--- config.mk ---
export PLATFORM = sky130hd
export DESIGN_NAME = frti_mul
export DESIGN_NICKNAME = d
export VERILOG_FILES = /design/src/sv/frti_mul.sv
export VERILOG_INCLUDE_DIRS = /design/src /design/src/sv
export SDC_FILE = /design/constraint.sdc
export NUM_CORES = 2
export LEC_CHECK = 0
export BUFFER_PORTS_ARGS = -buffer_cell sky130_fd_sc_hd__buf_4
export CAP_MARGIN = 20
export CORE_AREA = 2 2 224 182
export CTS_BUF_LIST = sky130_fd_sc_hd__clkbuf_8
export DETAILED_ROUTE_END_ITERATION = 10
export DIE_AREA = 0 0 226 184
export HOLD_SLACK_MARGIN = 0.03
export MAX_ROUTING_LAYER = met4
export PLACE_DENSITY = 0.85
export SLEW_MARGIN = 10
export SYNTH_ARGS = -nofsm -noshare
export SYNTH_HDL_FRONTEND = slang
export SYNTH_SLANG_ARGS = --single-unit
--- constraint.sdc ---
create_clock -name clk -period 11.8 [get_ports clk]
set_input_delay 0.59 -clock clk [delete_from_list [all_inputs] [get_ports clk]]
set_output_delay 0.59 -clock clk [all_outputs]
set_load 0.005 [all_outputs]
--- src/sv/assert_macros.svh ---
// Assertion helpers shared by the RTL.
`ifndef ASSERT_MACROS_SVH
`define ASSERT_MACROS_SVH

// Check an implication on every clock edge outside reset.
`define ASSERT_IMPLY(label, clk, rst, ante, cons, msg) \
  label: assert property (@(posedge clk) disable iff (rst) (ante) |-> (cons)) else $error(msg);

// Check that a condition implies another in the next cycle.
`define ASSERT_NEXT(label, clk, rst, ante, cons, msg) \
  label: assert property (@(posedge clk) disable iff (rst) (ante) |=> (cons)) else $error(msg);

`endif

--- src/sv/frti_mul.sv ---
`default_nettype none
`include "assert_macros.svh"
module frti_mul #(
  parameter int LOW_BITS = 13
) (
  input  wire logic                  clk,
  input  wire logic                  rst,
  input  wire logic                  en,
  input  wire logic [LOW_BITS-1:0]   lo,
  input  wire logic [63:0]           grad,
  output logic      [63:0]           prod
);
  logic [31:0] p_low;
  logic [31:0] p_high;
  logic        en_d;

  always_ff @(posedge clk) begin
    p_low  <= 32'(grad[31:0] * 32'(lo));
    p_high <= 32'(grad[63:32] * 32'(lo));
    if (rst) begin
      en_d <= 1'b0;
    end else begin
      en_d <= en;
    end
  end

  logic [63:0] low_full;
  assign low_full = 64'(grad[31:0]) * 64'(lo);
  logic [31:0] p_carry;
  always_ff @(posedge clk) begin
    p_carry <= low_full[63:32];
  end

  assign prod = {32'(p_high + p_carry), p_low};

  `ASSERT_NEXT(a_en_follow, clk, rst, en, en_d, "multiplier enable not tracked")
  `ASSERT_IMPLY(a_en_known, clk, rst, 1'b1, !$isunknown(en), "enable unknown")
  `ASSERT_NEXT(a_en_drop, clk, rst, !en, !en_d, "multiplier enable spurious")
endmodule
`default_nettype wire
# Word-level counts from Yosys, hierarchy flattened
# Index checks and enable logic that the tools add are counted.
[word_totals] register_bits=77 in_bits=80
[classes] multipliers=3 add_sub_neg=1
[ops] cell="32-bit by 13-bit multiplier with 32-bit output" count=2
[ops] cell="32-bit by 13-bit multiplier with 45-bit output" count=1
[ops] cell="32-bit by 13-bit adder with 32-bit output" count=1

# Longest topological paths before layout
[depth] ltp_word=1 depth_mapped=23 mapped_depth_nobuf=20

# Least setup slack after synthesis
# Ideal clock, no wire load.
[synth_path] path_kind="input -> register" from="input port lo[4]" to="register p_carry[6]" path_slack_ns=5.710 arrival_time_ns=5.963 t_required_ns=11.673 stages=21 setup_ns=0.127 n_path_buf=4 cell_sequence="clkbuf_1 clkbuf_1 clkbuf_1 nand2_1 fa_1 fa_1 inv_1 fa_1 fa_1 inv_1 fa_1 inv_1 ha_1 clkbuf_1 nand4_1 or3_1 a21oi_1 nor3_1 o41ai_1 or4_1 nand4_1"
[synth_via] elab_chain_len=1
[synth_lines] item="start: declaration" line_no="frti_mul.sv:9" rtl="input wire logic [LOW_BITS-1:0] lo,"
[synth_lines] item="32-bit by 13-bit multiplier with 45-bit output" line_no="frti_mul.sv:28" rtl="assign low_full = 64'(grad[31:0]) * 64'(lo);"
[synth_lines] item="via low_full[38]" line_no="frti_mul.sv:27" rtl="logic [63:0] low_full;"
[synth_lines] item="end signal: assignment" line_no="frti_mul.sv:31" rtl="p_carry <= low_full[63:32];"
[synth_lines] item="end: declaration" line_no="frti_mul.sv:29" rtl="logic [31:0] p_carry;"
# The timed path passes the listed nets, and every way through them passes these cells.

# Final worst setup path
# Ends and elaborated chain as after synthesis.

==> summary.md <==
| Metric | Value |
|---|---|
| Post-synth EDFFs | 0 |
| Final ANT Viol Nets | 0 |
| Setup ws final | 5180 ps |
| Sequential area share after synthesis | 6.08% |
| Avg WL per Cell | 18.5 µm |
| Ys async rst share | 0% |
| Arrival time worst endpoint | 7020 ps |
| Setup TNS | 0 ps |
| # DRC | 0 |
| Fmax | 151 MHz |
| RSZ-0062 raised after global routing | no |
| Share of the synthesized area in the top cell type | 46.4% |
| Initial antenna violation count | 2 |
| Core box area | 39100 µm² |
| Total wire length | 63.8 mm |
| Gp weighted congestion | 0.943 |
| Die Span X | 226 µm |
| Pre-CTS setup slack | 4960 ps |
| Router iterations before antenna repair | 5 |
| Hold_buf cts | 0 |
| WP data required | 12200 ps |
| Max Slew Vio Count | 0 |
| # fillers | 2961 |
| CTS clk-pin slew, worst paths | 90 ps |
| Initial core utilization | 64.9% |
| Clock buffer count from CTS | 9 |
| Post-CTS setup buffer count | 0 |
| Least-Margin Pin Slew | 904 ps |
| Fraction of layout cells with a size suffix above 1 | 5.89% |
| Area contributors post-synth | fa_1 (46%), inv_1 (9.6%), ha_1 (7.7%) |
| Max Cap Viol | 0 |
| Critical path endpoint category | register |
| Worst Hold Class | in2reg |
| Largest area contributor in the netlist | fa_1 |
| H-tree Lvls | 3 |
| Finished Core Util | 68.4% |
| Critical path class | in2reg |
| Post-synth top flop | dfxtp_1 |
| Pin count of the biggest net entering global routing | 65 |
| Unique cell type count in the Yosys netlist | 61 |
| CTS tree | done |
| Final #Nets | 3738 |
| Max clock buf depth | 2 |
| Period minus WS final | 6620 ps |
| CTS Sinks | 77 |
| Root buffer cell | clkbuf_8 |
| Post-Syn Area per Cell | 8.71 µm² |
| Yosys reg bits | 77 |
| Setup violators final | 0 |
| Status | complete, no violations |
| DRC marker count from the first detailed-route iteration | 1591 |
| Synthesized instance count | 2914 |
| Die height | 184 µm |
| Hold Fails Final Rpt | 0 |
| Total Routing Usage GR | 34.1% |
| Worst hold path depth | 2 |
| Period utilization | 56.1% |
| First-pass GRT wire length | 108 mm |
| Post-DP HPWL | 48.4 mm |
| Worst slew margin | 39.5% |
| Total grt overflow | 0 |
| Avg Vias per Cell | 5.72 |
| Via count | 19800 |
| Post-CTS Resized | 0 |
| Die footprint | 41600 µm² |
| YS warnings | 0 |
| Vias in the first global route | 22000 |
| Post-Syn Nets | 3738 |
| I/O pins | 144 |
| # rows | 65 |
| PortBufs | 141 |
| Setup crit start kind | primary input |
| Area Overhead vs Synth | 5.46% |
| Synthesized cell area | 25400 µm² |
| CP max FO | 60 |
==> worst max-delay path: stages <==
cell,delay (ps)
buf_4,590
nand2_1,180
fa_1,600
fa_1,450
fa_1,560
inv_1,60
fa_1,480
inv_1,60
fa_1,500
inv_1,50
ha_1,360
a21oi_1,170
o211ai_1,170
a21oi_1,590
a21oi_1,240
nor3_1,540
o41ai_1,230
or4_1,430
nand4_1,110
==> cell usage in the layout (no fill, tap or decap), types with 7 or more instances in the layout <==
cell type  Yosys  layout
a21oi_1       66      66
a31oi_1       11      11
or3_1          7       7
xnor2_1       83      83
and3_1        20      20
and2_1       305     305
nand2_1      485     485
xor2_1        21      21
o211ai_1      14      14
nor3_1        21      21
dfxtp_1       77      77
nor2_1        49      49
ha_1         156     156
inv_1        651     651
o21bai_1      10      10
o21ai_0       33      33
nor2b_1       12      12
nand2b_1       9       9
fa_1         588     588
buf_4          0     141
nand3_1       29      29
a21o_1        18      18
clkbuf_8       0       9
nand4_1        7       7
o21a_1         8       8
==> Yosys cell counts, types with 6 or more instances <==
master    count
or3_1         7
ha_1        156
inv_1       651
nor3_1       21
fa_1        588
nand3_1      29
xnor2_1      83
nand2_1     485
nor2_1       49
a21o_1       18
a21oi_1      66
and3_1       20
a31oi_1      11
and2_1      305
dfxtp_1      77
clkbuf_1    152
o21bai_1     10
o21a_1        8
a211oi_1      6
nand4_1       7
o211ai_1     14
nor2b_1      12
xor2_1       21
o21ai_0      33
nand2b_1      9
==> final timing paths <==
| kind | slack (ps) | start | to |
|---|---|---|---|
| setup / recovery | 5180 | lo[4] | p_carry[6] |
| hold / removal | 460 | grad[32] | p_high[0] |
==> area by class of cell <==
type / count / area (µm²) / share of cell area [%]
multi-input cells: 2032 / 20800 / 77.8
flip-flops and latches: 77 / 1540 / 5.76
inverters: 651 / 2440 / 9.13
repair buffers: 143 / 1070 / 4.01
clock buffers: 9 / 124 / 0.463
clock inverters: 7 / 91.3 / 0.341
diodes: 2 / 5.00 / 0.0187
well taps: 536 / 671 / 2.51
==> through the flow <==
step | hold WS (ps) | std cells | area, µm²
after CTS | 433 | 3453 | 26700
after detailed placement | 927 | 3437 | 26500
final | 463 | 3457 | 26800
after global placement | 920 | 3437 | 26500
after floorplan | 717 | 2914 | 25400
after global routing | 454 | 3457 | 26800
==> kinds of logic after synthesis <==
kind of cell | synth area share (%)
buffers and inverters | 11.9
XOR/XNOR | 3.59
multiplexers | 0.0395
adder cells (fa/ha/maj) | 54.1
flip-flops | 6.08
AND/OR/NAND/NOR | 18.6
AO/OA/AOI/OAI | 5.67
==> flip-flops by register name (all words and copies together) (netlist names) <==
name     cells
p_high      32
p_carry     13
p_low       32
==> per-layer routing <==
metal / vias to the layer above / track usage [%] / wire length (µm)
li1: 8566 / - / -
met1: 9941 / 44.0 / 24800
met2: 1100 / 53.9 / 30000
met3: 154 / 7.18 / 7080
met4: 0 / 11.9 / 1910
met5: - / - / 0
Power is left out: the tool's default activity adds up to more than one toggle a clock period on the data nets, which glitch-free logic cannot reach.
